$ cat config.mk
export PLATFORM = sky130hd
export DESIGN_NAME = two_player_game_clock
export DESIGN_NICKNAME = d
export VERILOG_FILES = /design/src/rtl/tpgc_pkg.sv /design/src/rtl/tpgc_cfg.sv /design/src/rtl/tpgc_core.sv /design/src/rtl/two_player_game_clock.sv
export SDC_FILE = /design/constraint.sdc
export NUM_CORES = 1
export LEC_CHECK = 0
export ABC_AREA = 1
export BUFFER_PORTS_ARGS = -buffer_cell sky130_fd_sc_hd__buf_4
export CORE_ASPECT_RATIO = 0.5
export CORE_MARGIN = 3
export CORE_UTILIZATION = 40
export CTS_BUF_LIST = sky130_fd_sc_hd__clkbuf_4
export DETAILED_ROUTE_END_ITERATION = 10
export PLACE_DENSITY = 0.58
export SYNTH_ARGS = -nofsm -noshare
export SYNTH_HDL_FRONTEND = slang
export SYNTH_HIERARCHICAL = 1
export SYNTH_SLANG_ARGS = --single-unit
$ cat constraint.sdc
create_clock -name clk_i -period 7.55 [get_ports clk_i]
set_input_delay 1.51 -clock clk_i [delete_from_list [all_inputs] [get_ports clk_i]]
set_output_delay 1.51 -clock clk_i [all_outputs]
set_load 0.005 [all_outputs]
$ cat src/rtl/tpgc_pkg.sv
// tpgc_pkg: shared widths, codes and payload types of the two-player game clock
// no dependencies; imported by every rtl module of the block
package tpgc_pkg;

  localparam int unsigned TimeW    = 26;
  localparam int unsigned IncW     = 20;
  localparam int unsigned ElapW    = 10;
  localparam int unsigned ModeW    = 3;
  localparam int unsigned CmdW     = 3;
  localparam int unsigned SideW    = 2;
  localparam int unsigned FlagW    = 2;
  localparam int unsigned CfgIdxW  = 2;
  localparam int unsigned CfgDataW = 26;

  localparam logic [TimeW-1:0] MAX_TIME_MS = 26'd36000000;
  localparam logic [IncW-1:0]  MAX_INC_MS  = 20'd600000;

  // timing modes as latched at new game
  localparam logic [ModeW-1:0] MODE_NONE      = 3'd0;
  localparam logic [ModeW-1:0] MODE_SUDDEN    = 3'd1;
  localparam logic [ModeW-1:0] MODE_FISCHER   = 3'd2;
  localparam logic [ModeW-1:0] MODE_DELAY     = 3'd3;
  localparam logic [ModeW-1:0] MODE_BRONSTEIN = 3'd4;

  // register indexes on the config port
  localparam logic [CfgIdxW-1:0] REG_TIME_MODE = 2'd0;
  localparam logic [CfgIdxW-1:0] REG_BASE_TIME = 2'd1;
  localparam logic [CfgIdxW-1:0] REG_INCREMENT = 2'd2;

  localparam logic [SideW-1:0] SIDE_WHITE = 2'd0;
  localparam logic [SideW-1:0] SIDE_BLACK = 2'd1;

  localparam logic [FlagW-1:0] FLAG_NONE  = 2'd0;
  localparam logic [FlagW-1:0] FLAG_WHITE = 2'd1;
  localparam logic [FlagW-1:0] FLAG_BLACK = 2'd2;

  typedef enum logic [CmdW-1:0] {
    CMD_TICK  = 3'd0,
    CMD_MOVE  = 3'd1,
    CMD_START = 3'd2,
    CMD_STOP  = 3'd3,
    CMD_NEW   = 3'd4
  } cmd_e;

  typedef struct packed {
    logic [CmdW-1:0]  cmd;
    logic [SideW-1:0] side;
    logic [ElapW-1:0] elapsed_ms;
  } item_t;

  typedef struct packed {
    logic [TimeW-1:0] white_time_ms;
    logic [TimeW-1:0] black_time_ms;
    logic             is_running;
    logic [FlagW-1:0] timeout_side;
  } result_t;

  typedef struct packed {
    logic [ModeW-1:0] time_mode;
    logic [TimeW-1:0] base_time_ms;
    logic [IncW-1:0]  increment_ms;
  } cfg_t;

endpackage

$ cat src/rtl/tpgc_cfg.sv
// tpgc_cfg: configuration registers (mode, base time, increment)
// depends on tpgc_pkg
module tpgc_cfg
  import tpgc_pkg::*;
(
  input  logic                clk_i,
  input  logic                rst_ni,
  input  logic                cfg_we_i,
  input  logic [CfgIdxW-1:0]  cfg_idx_i,
  input  logic [CfgDataW-1:0] cfg_data_i,
  output cfg_t                cfg_o
);

  cfg_t cfg_q, cfg_d;

  always_comb begin
    cfg_d = cfg_q;
    if (cfg_we_i) begin
      unique case (cfg_idx_i)
        REG_TIME_MODE: cfg_d.time_mode    = cfg_data_i[ModeW-1:0];
        REG_BASE_TIME: cfg_d.base_time_ms = cfg_data_i[TimeW-1:0];
        REG_INCREMENT: cfg_d.increment_ms = cfg_data_i[IncW-1:0];
        default:       cfg_d = cfg_q;
      endcase
    end
  end

  always_ff @(posedge clk_i or negedge rst_ni) begin
    if (!rst_ni) begin
      cfg_q.time_mode    <= MODE_FISCHER;
      cfg_q.base_time_ms <= 26'd300000;
      cfg_q.increment_ms <= 20'd3000;
    end else begin
      cfg_q <= cfg_d;
    end
  end

  assign cfg_o = cfg_q;

endmodule

$ cat src/rtl/tpgc_core.sv
// tpgc_core: clock state registers and the per-command update logic
// depends on tpgc_pkg; result is the state after the stepped item
module tpgc_core
  import tpgc_pkg::*;
(
  input  logic    clk_i,
  input  logic    rst_ni,
  input  logic    step_i,
  input  item_t   item_i,
  input  cfg_t    cfg_i,
  output result_t result_o
);

  logic [TimeW-1:0] white_q, white_d;
  logic [TimeW-1:0] black_q, black_d;
  logic [IncW-1:0]  delay_q, delay_d;
  logic [TimeW-1:0] mst_q, mst_d;
  logic [ModeW-1:0] mode_q, mode_d;
  logic [IncW-1:0]  inc_q, inc_d;
  logic             run_q, run_d;
  logic             wflag_q, wflag_d;
  logic             bflag_q, bflag_d;

  // tick datapath
  logic             delay_active;
  logic             delay_absorbs;
  logic [ElapW-1:0] dt_eff;
  logic [TimeW-1:0] dt_wide;

  // move datapath
  logic [TimeW-1:0] mine;
  logic [TimeW-1:0] other;
  logic [TimeW-1:0] gain_raw;
  logic [IncW-1:0]  gain;
  logic [IncW-1:0]  addend;
  logic [TimeW:0]   mine_sum;
  logic [TimeW-1:0] mine_sat;

  always_comb begin
    delay_active  = (mode_q == MODE_DELAY) && (delay_q != '0);
    delay_absorbs = delay_active && ({{(IncW-ElapW){1'b0}}, item_i.elapsed_ms} <= delay_q);
    // excess over the delay; delay is below elapsed here so it fits
    dt_eff  = delay_active ? (item_i.elapsed_ms - delay_q[ElapW-1:0]) : item_i.elapsed_ms;
    dt_wide = {{(TimeW-ElapW){1'b0}}, dt_eff};
  end

  always_comb begin
    mine     = (item_i.side == SIDE_WHITE) ? white_q : black_q;
    other    = (item_i.side == SIDE_WHITE) ? black_q : white_q;
    gain_raw = (mst_q > mine) ? (mst_q - mine) : '0;
    gain     = (gain_raw > {{(TimeW-IncW){1'b0}}, inc_q}) ? inc_q : gain_raw[IncW-1:0];
    addend   = (mode_q == MODE_BRONSTEIN) ? gain : inc_q;
    mine_sum = {1'b0, mine} + {{(TimeW-IncW+1){1'b0}}, addend};
    mine_sat = (mine_sum > {1'b0, MAX_TIME_MS}) ? MAX_TIME_MS : mine_sum[TimeW-1:0];
  end

  always_comb begin
    white_d = white_q;
    black_d = black_q;
    delay_d = delay_q;
    mst_d   = mst_q;
    mode_d  = mode_q;
    inc_d   = inc_q;
    run_d   = run_q;
    wflag_d = wflag_q;
    bflag_d = bflag_q;
    unique case (item_i.cmd)
      CMD_TICK: begin
        if (run_q && (mode_q != MODE_NONE)) begin
          if (delay_absorbs) begin
            delay_d = delay_q - {{(IncW-ElapW){1'b0}}, item_i.elapsed_ms};
          end else begin
            if (delay_active) begin
              delay_d = '0;
            end
            if (item_i.side == SIDE_WHITE) begin
              if (white_q <= dt_wide) begin
                white_d = '0;
                wflag_d = 1'b1;
                run_d   = 1'b0;
              end else begin
                white_d = white_q - dt_wide;
              end
            end else if (item_i.side == SIDE_BLACK) begin
              if (black_q <= dt_wide) begin
                black_d = '0;
                bflag_d = 1'b1;
                run_d   = 1'b0;
              end else begin
                black_d = black_q - dt_wide;
              end
            end
          end
        end
      end
      CMD_MOVE: begin
        if (mode_q == MODE_DELAY) begin
          delay_d = inc_q;
        end else if ((mode_q == MODE_FISCHER) || (mode_q == MODE_BRONSTEIN)) begin
          if (item_i.side == SIDE_WHITE) begin
            white_d = mine_sat;
          end else if (item_i.side == SIDE_BLACK) begin
            black_d = mine_sat;
          end
          // bronstein remembers the opponent's time for the next move
          if ((mode_q == MODE_BRONSTEIN) &&
              ((item_i.side == SIDE_WHITE) || (item_i.side == SIDE_BLACK))) begin
            mst_d = other;
          end
        end
      end
      CMD_START: begin
        if (mode_q != MODE_NONE) begin
          run_d = 1'b1;
          if (mode_q == MODE_DELAY) begin
            delay_d = inc_q;
          end
          if (mode_q == MODE_BRONSTEIN) begin
            mst_d = white_q;
          end
        end
      end
      CMD_STOP: begin
        run_d = 1'b0;
      end
      CMD_NEW: begin
        mode_d  = cfg_i.time_mode;
        inc_d   = (cfg_i.increment_ms > MAX_INC_MS) ? MAX_INC_MS : cfg_i.increment_ms;
        white_d = (cfg_i.base_time_ms > MAX_TIME_MS) ? MAX_TIME_MS : cfg_i.base_time_ms;
        black_d = (cfg_i.base_time_ms > MAX_TIME_MS) ? MAX_TIME_MS : cfg_i.base_time_ms;
        delay_d = '0;
        mst_d   = '0;
        run_d   = 1'b0;
        wflag_d = 1'b0;
        bflag_d = 1'b0;
      end
      default: begin
        // unknown command codes leave the state alone
        run_d = run_q;
      end
    endcase
  end

  always_ff @(posedge clk_i or negedge rst_ni) begin
    if (!rst_ni) begin
      white_q <= '0;
      black_q <= '0;
      delay_q <= '0;
      mst_q   <= '0;
      mode_q  <= MODE_NONE;
      inc_q   <= '0;
      run_q   <= 1'b0;
      wflag_q <= 1'b0;
      bflag_q <= 1'b0;
    end else if (step_i) begin
      white_q <= white_d;
      black_q <= black_d;
      delay_q <= delay_d;
      mst_q   <= mst_d;
      mode_q  <= mode_d;
      inc_q   <= inc_d;
      run_q   <= run_d;
      wflag_q <= wflag_d;
      bflag_q <= bflag_d;
    end
  end

  always_comb begin
    result_o.white_time_ms = white_d;
    result_o.black_time_ms = black_d;
    result_o.is_running    = run_d;
    priority if (wflag_d) begin
      result_o.timeout_side = FLAG_WHITE;
    end else if (bflag_d) begin
      result_o.timeout_side = FLAG_BLACK;
    end else begin
      result_o.timeout_side = FLAG_NONE;
    end
  end

endmodule

$ cat src/rtl/two_player_game_clock.sv
// two_player_game_clock: top level of the two-player game clock
// depends on tpgc_pkg, tpgc_cfg and tpgc_core
//
// Two-player countdown clock in integer milliseconds with sudden death, Fischer,
// simple delay and Bronstein timing. Each input item is one command (tick, move
// made, start, stop, new game) and returns exactly one result item holding both
// remaining times, the running bit and the flagged side after that command.
// The block takes one item per clock cycle while out_stall_i is low: the item is
// captured in an input register, and the clock state and the result register
// update together when it advances, so the next item already sees the updated
// state. A stalled result holds the result register; the input register then
// holds one more item before in_stall_o rises. Configuration registers only take
// effect at the next new-game command and are to be written only while the block
// is idle; the block itself does not enforce this.
module two_player_game_clock
  import tpgc_pkg::*;
(
  input  logic                clk_i,
  input  logic                rst_ni,
  // configuration write port
  input  logic                cfg_we_i,
  input  logic [CfgIdxW-1:0]  cfg_idx_i,
  input  logic [CfgDataW-1:0] cfg_data_i,
  // command item channel
  input  logic                in_valid_i,
  output logic                in_stall_o,
  input  logic [CmdW-1:0]     cmd_i,
  input  logic [SideW-1:0]    side_i,
  input  logic [ElapW-1:0]    elapsed_ms_i,
  // result item channel
  output logic                out_valid_o,
  input  logic                out_stall_i,
  output logic [TimeW-1:0]    white_time_ms_o,
  output logic [TimeW-1:0]    black_time_ms_o,
  output logic                is_running_o,
  output logic [FlagW-1:0]    timeout_side_o
);

  cfg_t    cfg;
  item_t   item_q, item_d;
  logic    in_valid_q, in_valid_d;
  result_t result_q, result_d;
  logic    out_valid_q, out_valid_d;
  logic    advance;
  logic    in_take;

  tpgc_cfg u_cfg (
    .clk_i      (clk_i),
    .rst_ni     (rst_ni),
    .cfg_we_i   (cfg_we_i),
    .cfg_idx_i  (cfg_idx_i),
    .cfg_data_i (cfg_data_i),
    .cfg_o      (cfg)
  );

  // the held item moves into the state whenever the result register is free
  assign advance    = in_valid_q && (!out_valid_q || !out_stall_i);
  assign in_stall_o = in_valid_q && !advance;
  assign in_take    = in_valid_i && !in_stall_o;

  tpgc_core u_core (
    .clk_i    (clk_i),
    .rst_ni   (rst_ni),
    .step_i   (advance),
    .item_i   (item_q),
    .cfg_i    (cfg),
    .result_o (result_d)
  );

  // input register
  always_comb begin
    item_d     = in_take ? {cmd_i, side_i, elapsed_ms_i} : item_q;
    in_valid_d = in_take || (in_valid_q && !advance);
  end

  always_ff @(posedge clk_i or negedge rst_ni) begin
    if (!rst_ni) begin
      in_valid_q <= 1'b0;
    end else begin
      in_valid_q <= in_valid_d;
    end
  end

  always_ff @(posedge clk_i) begin
    item_q <= item_d;
  end

  // result register
  always_comb begin
    out_valid_d = advance || (out_valid_q && out_stall_i);
  end

  always_ff @(posedge clk_i or negedge rst_ni) begin
    if (!rst_ni) begin
      out_valid_q <= 1'b0;
    end else begin
      out_valid_q <= out_valid_d;
    end
  end

  always_ff @(posedge clk_i) begin
    if (advance) begin
      result_q <= result_d;
    end
  end

  assign out_valid_o     = out_valid_q;
  assign white_time_ms_o = result_q.white_time_ms;
  assign black_time_ms_o = result_q.black_time_ms;
  assign is_running_o    = result_q.is_running;
  assign timeout_side_o  = result_q.timeout_side;

  // times never leave the saturation range
  a_time_range: assert property (@(posedge clk_i) disable iff (!rst_ni)
    out_valid_o |-> (white_time_ms_o <= MAX_TIME_MS) && (black_time_ms_o <= MAX_TIME_MS))
    else $error("remaining time above maximum");

  // flag code is never the unused encoding
  a_flag_code: assert property (@(posedge clk_i) disable iff (!rst_ni)
    out_valid_o |-> (timeout_side_o != 2'd3))
    else $error("bad timeout code");

  // a stop item always reports a stopped clock
  a_stop: assert property (@(posedge clk_i) disable iff (!rst_ni)
    advance && (item_q.cmd == CMD_STOP) |=> out_valid_o && !is_running_o)
    else $error("clock running after stop");

  // new game clears flags and stops the clock
  a_new_game: assert property (@(posedge clk_i) disable iff (!rst_ni)
    advance && (item_q.cmd == CMD_NEW) |=>
      out_valid_o && !is_running_o && (timeout_side_o == FLAG_NONE))
    else $error("new game left flags or running set");

endmodule

* After elaboration in Yosys (flattened, before gate mapping)
Cells that the tools add are included.
** Storage, ports and cells
- Register bits after elaboration :: 245
- Word-level logic and storage cells :: 142
** Operators by class
- Add/sub/neg operators :: 6
- Order comparisons :: 8
- Equal/unequal tests :: 17
- Multiplexer cells :: 59
- Reduce and logical (&&, ||, !) cells :: 31
** Operator list (count)
- $mux 26 :: 26
- $pmux 26 s3 :: 3
- $mux 20 :: 8
- $pmux 20 s4 :: 1
- $le 26x10->1 :: 2
- $sub 26x10->26 :: 2
- $add 26x20->27 :: 1
- $gt 27x26->1 const B :: 1
- $gt 26x20->1 :: 1
- $gt 26x26->1 :: 1
- $gt 26x26->1 const B :: 1
- $sub 26x26->26 :: 1
- $gt 20x20->1 const B :: 1
- $le 10x20->1 :: 1
- $reduce_bool 20->1 :: 1
- $sub 20x10->20 :: 1
- $mux 1 :: 16
- $eq 3x2->1 const B :: 4
- $mux 10 :: 1
- $ne 2x1->1 const B :: 5
- $sub 10x10->10 :: 1
- $logic_and 1x1->1 :: 8
- $reduce_and 2->1 :: 4
- $reduce_and 7->1 :: 1
- other kinds (17) :: 29

* Logic depth before layout (Yosys ltp)
- Depth after elaboration :: 15
- Mapped depth :: 65
- Mapped depth without buffers :: 61

* Cells and area by module
The synthesis kept the hierarchy.
** Modules (own cells, without submodules)
- tpgc_core :: times used 1, cells each 2539, area an instance 15592.5 um^2, sequential area each 3103.0 um^2
- two_player_game_clock :: times used 1, cells each 82, area an instance 2197.1 um^2, sequential area each 2152.1 um^2
- tpgc_cfg :: times used 1, cells each 221, area an instance 2054.5 um^2, sequential area each 1246.2 um^2

* Worst setup path before layout
OpenSTA, ideal clock, no wires.
- Path type :: register to register
- Start point :: register item_q[11] in the netlist's numbering
- End point :: register result_q (netlist bit black_time_ms_o[13]), data pin
- Data arrival time :: 7.961 ns
- Data required time :: 7.278 ns
- Path slack :: -0.683 ns
- Cell stages (with the launch flop) :: 55
- Path buffers :: 6
- Period minus slack after synthesis :: 8.233 ns
- Cell sequence :: edfxtp_1 > nor2_4 > clkbuf_1 > clkbuf_1 > clkbuf_1 > o21ai_0 > ha_1 > fa_1 > nor2_1 > o21ai_0 > nand2_1 > nand3_2 > nand2_2 > a21oi_4 > o21ai_2 > nand2_1 > nand2_1 > nand2_1 > [19 not listed] > o21ai_0 > a21oi_1 > nor3_1 > a2111oi_0 > nand2_2 > nand2_1 > nand2_1 > nor2_1 > nand3_1 > nor2_1 > nand3_1 > nand3_2 > nand2_2 > buf_6 > nand2_1 > nand2_1 > nand2_1 > a22oi_1
** RTL lines
- start: declaration :: line two_player_game_clock.sv:40 : item_t item_q, item_d;
- start signal: assignment :: line two_player_game_clock.sv:85 : item_q <= item_d;
- end signal: assignment :: line two_player_game_clock.sv:103 : result_q <= result_d;
- end: declaration :: line two_player_game_clock.sv:42 : result_t result_q, result_d;

==> reports/qor.csv <==
stage,metric,value,unit
floorplanning,die width,321,um
synthesis,biggest area consumer among synthesized cells,dfrtp_1,
pwr,P_leak,13.0,nW
pwr,P_int,6.03,mW
drt,post-route ant nets,0,
worst_setup_path,CP bufs+invs,8,
synthesis,Synth Instances,2842,
clock_tree,number of CTS-inserted buffers,67,
worst_setup_path,"reg-to-reg slack, setup",0.02,ns
synthesis,Main synth FF type,dfrtp_1,
place,Port Buf Inserts,104,
floorplanning,# IOs,105,
cells_and_area,Final nets,3496,
worst_setup_path,maximum fanout along the worst path,5,
timing,WHS,0.467,ns
synthesis,XOR/XNOR Fraction of Synth Area,2.55,%
clock_tree,Clock Latency Late Sink,0.82,ns
clock_tree,clk sinks,245,
cells_and_area,area grow syn2layout,39.5,%
worst_setup_path,Worst Setup EP,u_core/white_q[0],
worst_setup_path,maximum single-stage delay on the critical path,0.48,ns
pwr,power density cells,419,nW/um^2
cells_and_area,share of cells above drive strength 1,35.2,%
place,post-DP HPWL,65.9,mm
worst_setup_path,worst setup path startpoint,item_q[10],
worst_setup_path,Critical Path Start Type,flip-flop,
clock_tree,Clock transition at path regs,0.07,ns
synthesis,complex-gate fraction of the synthesized area,17.4,%
pwr,sw frac,48.0,%
synthesis,Synth Area in Adders,7.04,%
worst_setup_path,Reg-to-Reg Start,item_q[10],
synthesis,simple-gate portion of the synthesized area,29.7,%
synthesis,"Net Count, Synth",2998,
drt,Pre-antenna DRT Iters,7,
drt,wire per inst,21.9,um
pwr,Comb power frac,71.3,%
drt,Initial DRC Count,2523,
timing,relative slew slack,9.35,%
floorplanning,die height,163,um
timing,Slew Limit Fails,0,
min_path,Worst Hold Class,reg -> reg,
grt,initial antenna violation count,5,
flow_run,Max-Cap Viols,0,
pwr,power share of the clock group,11.6,%
synthesis,Avg Inst Size Synth,6.98,um^2
clock_tree,H-tree depth,3,
floorplanning,Die Footprint,52500,um^2
grt,number of global-route vias before repair,20400,
timing,Final TNS setup,0,ns
timing,final setup fails,0,
grt,largest net degree at the start of global routing,140,
worst_setup_path,"Slowest-stage cell, CP",edfxtp_1,
worst_setup_path,"Req. time, crit path",8.25,ns
drt,residual DRC count,0,
pwr,Psw,5.56,mW
worst_setup_path,cell depth of the worst setup path,49,
clock_tree,Hold Buf Count CTS,0,
worst_setup_path,crit end category,flip-flop,
timing,PnR worst setup slack,0.0236,ns
drt,vias per cell,5.56,
synthesis,largest family of logic cells by synthesized area,simple AND/OR/NAND/NOR gates,
drt,via count,22500,
grt,All-Layer GR Usage,32.0,%
pwr,Tot Pwr,11.6,mW
synthesis,"EDFF count, synth",70,
grt,global-route wire length before repair,126,mm
place,Placement Setup Slack,-0.356,ns
synthesis,Yosys top cell area share,20.1,%
worst_setup_path,R2R depth,49,
floorplanning,initial core utilization,40.7,%
grt,remaining global-route overflow,0,
synthesis,Yosys warning count,6,
synthesis,post-synthesis sequential area ratio,32.8,%
synthesis,synthesized flop and latch total,245,
timing,min cycle time layout,7.53,ns
synthesis,mapped cell area,19800,um^2
synthesis,multiplexer area fraction after synthesis,1.19,%
timing,unrepaired setup endpoints after global routing,true,
worst_setup_path,Reg2Reg Capture Point,u_core/white_q[0],
timing,Slew @ Worst Pin,1.35,ns
run_status,outcome,completed,
timing,crit share post-route,99.7,%
timing,FMAX,0.133,GHz
synthesis,ys async rst share,71.4,%
worst_setup_path,critical path class,reg -> reg,
clock_tree,CTS Root Cell,clkbuf_4,
pwr,sequential power share,17.1,%
pwr,"IR drop worst, VDD",0.197,mV
worst_setup_path,family with the most delay on the worst path,simple AND/OR/NAND/NOR gates,
cells_and_area,fin util,56.7,%
drt,final WL,88.5,mm
floorplanning,row count,57,
clock_tree,TritonCTS clock tree,yes,
floorplanning,Core Region,48800,um^2
timing,"Hold Violations, Final",0,
timing,Setup Skew,0.105,ns
worst_setup_path,critical path arrival,8.22,ns
synthesis,Synth cell types,65,
clock_tree,Max Buffers Root-to-Sink,3,
place,gpl congestion,1.02,
synthesis,Synth area leaders,"dfrtp_1, nand2_1, edfxtp_1",
## metrics by stage
step	cells	instance area, um^2
floorplan	2842	19900
global placement	3844	23800
detailed placement	3844	23800
CTS	3972	25000
global route	4042	27700
finish	4042	27700
## sequential cells by signal (all words and copies together), names as in the netlist, 15 cells and up
register         cells
u_core/mst_q        26
u_cfg/cfg_o         49
u_core/delay_q      20
u_core/inc_q        20
item_q              15
white_time_ms_o     26
black_time_ms_o     26
u_core/white_q      26
u_core/black_q      26
## how the worst min path moves through the flow
stage                                from              end  slack (ns)  depth (start not counted)
after floorplan           u_cfg/cfg_o[46]  u_cfg/cfg_o[46]        0.44                          2
after detailed placement  u_cfg/cfg_o[47]  u_cfg/cfg_o[47]        0.45                          2
final                     u_cfg/cfg_o[47]  u_cfg/cfg_o[47]        0.47                          2
after global routing       u_cfg/cfg_o[9]   u_cfg/cfg_o[9]        0.49                          2
after CTS                 u_cfg/cfg_o[47]  u_cfg/cfg_o[47]        0.47                          2
after global placement    u_cfg/cfg_o[47]  u_cfg/cfg_o[47]        0.46                          2
## final cells by class
type                            count  area (um^2)
Sequential cell                   245         6500
Inverter                          350         1330
Timing Repair Buffer              541         4440
Multi-Input combinational cell   2135        13700
Antenna cell                        2         5.00
Fill cell                        4754        21100
Tap cell                          649          812
Clock buffer                       99          743
Clock inverter                     21          158
## kinds of logic after synthesis
group,Yosys count
simple gates,1350
compound gates,598
buf+inv,463
flops,245
fa+ha+maj,108
xor+xnor,57
mux,21
## power by group through the flow
stage                     combinational [mW]  sequential (mW)  clock [mW]
after floorplan                         3.38             1.90           0
after global placement                  6.40             1.97           0
after detailed placement                6.40             1.97           0
after CTS                               6.60             1.95        1.37
after global routing                    8.89             2.01        1.44
final                                   8.26             1.98        1.35
## synth_stat cells, types with 33 or more instances
| library cell | instances |
|---|---|
| dfrtp_1 | 159 |
| nand3_1 | 157 |
| xor2_1 | 36 |
| edfxtp_1 | 70 |
| clkbuf_1 | 67 |
| nor3_1 | 33 |
| o21ai_0 | 181 |
| nand4_1 | 82 |
| a21oi_1 | 218 |
| nor2_1 | 236 |
| nand2_1 | 749 |
| ha_1 | 102 |
| o22ai_1 | 33 |
| inv_1 | 333 |
| a22oi_1 | 44 |
## worst min-delay path: cells and delay by family, from the launching register on
| kind | cells | cell delay, ns |
|---|---|---|
| flip-flops | 1 | 0.37 |
| AND/OR/NAND/NOR | 2 | 0.09 |
## what timing repair did
action / 4_1_cts / 5_1_grt
cloned: 1 / 12
pin swaps: 22 / 176
endpoints found under the setup margin: 100 / 104
resized for setup: 69 / 520
buffers inserted: 7 / 56
## layout by cell type, fill, tap and decap left out, drive strengths merged, types with 3 or more instances in the layout
master / count
xor2: 37
a22oi: 44
nand3: 173
a31oi: 20
ha: 102
nor3: 34
nand3b: 5
nor2: 247
buf: 530
o211ai: 25
nand2: 784
inv: 346
nand4: 82
clkinv: 23
dfstp: 16
a21oi: 227
o22ai: 33
a21boi: 22
a211oi: 6
o21bai: 4
dfrtp: 159
nor4: 15
edfxtp: 70
o21ai: 192
or2: 9
xnor2: 20
fa: 6
mux2: 21
a221oi: 5
clkbuf: 110
o21a: 3
a21o: 3
## layer usage
layer  vias to the layer above  share of wire (%)  track usage, %
met4                         6                2.8            8.77
met1                     10600                 46            46.4
met5                         -              0.038               0
li1                      10600                  -               -
met2                      1089                 40            45.2
met3                       174                 12            10.3
Power figures use the tool's default switching activity.
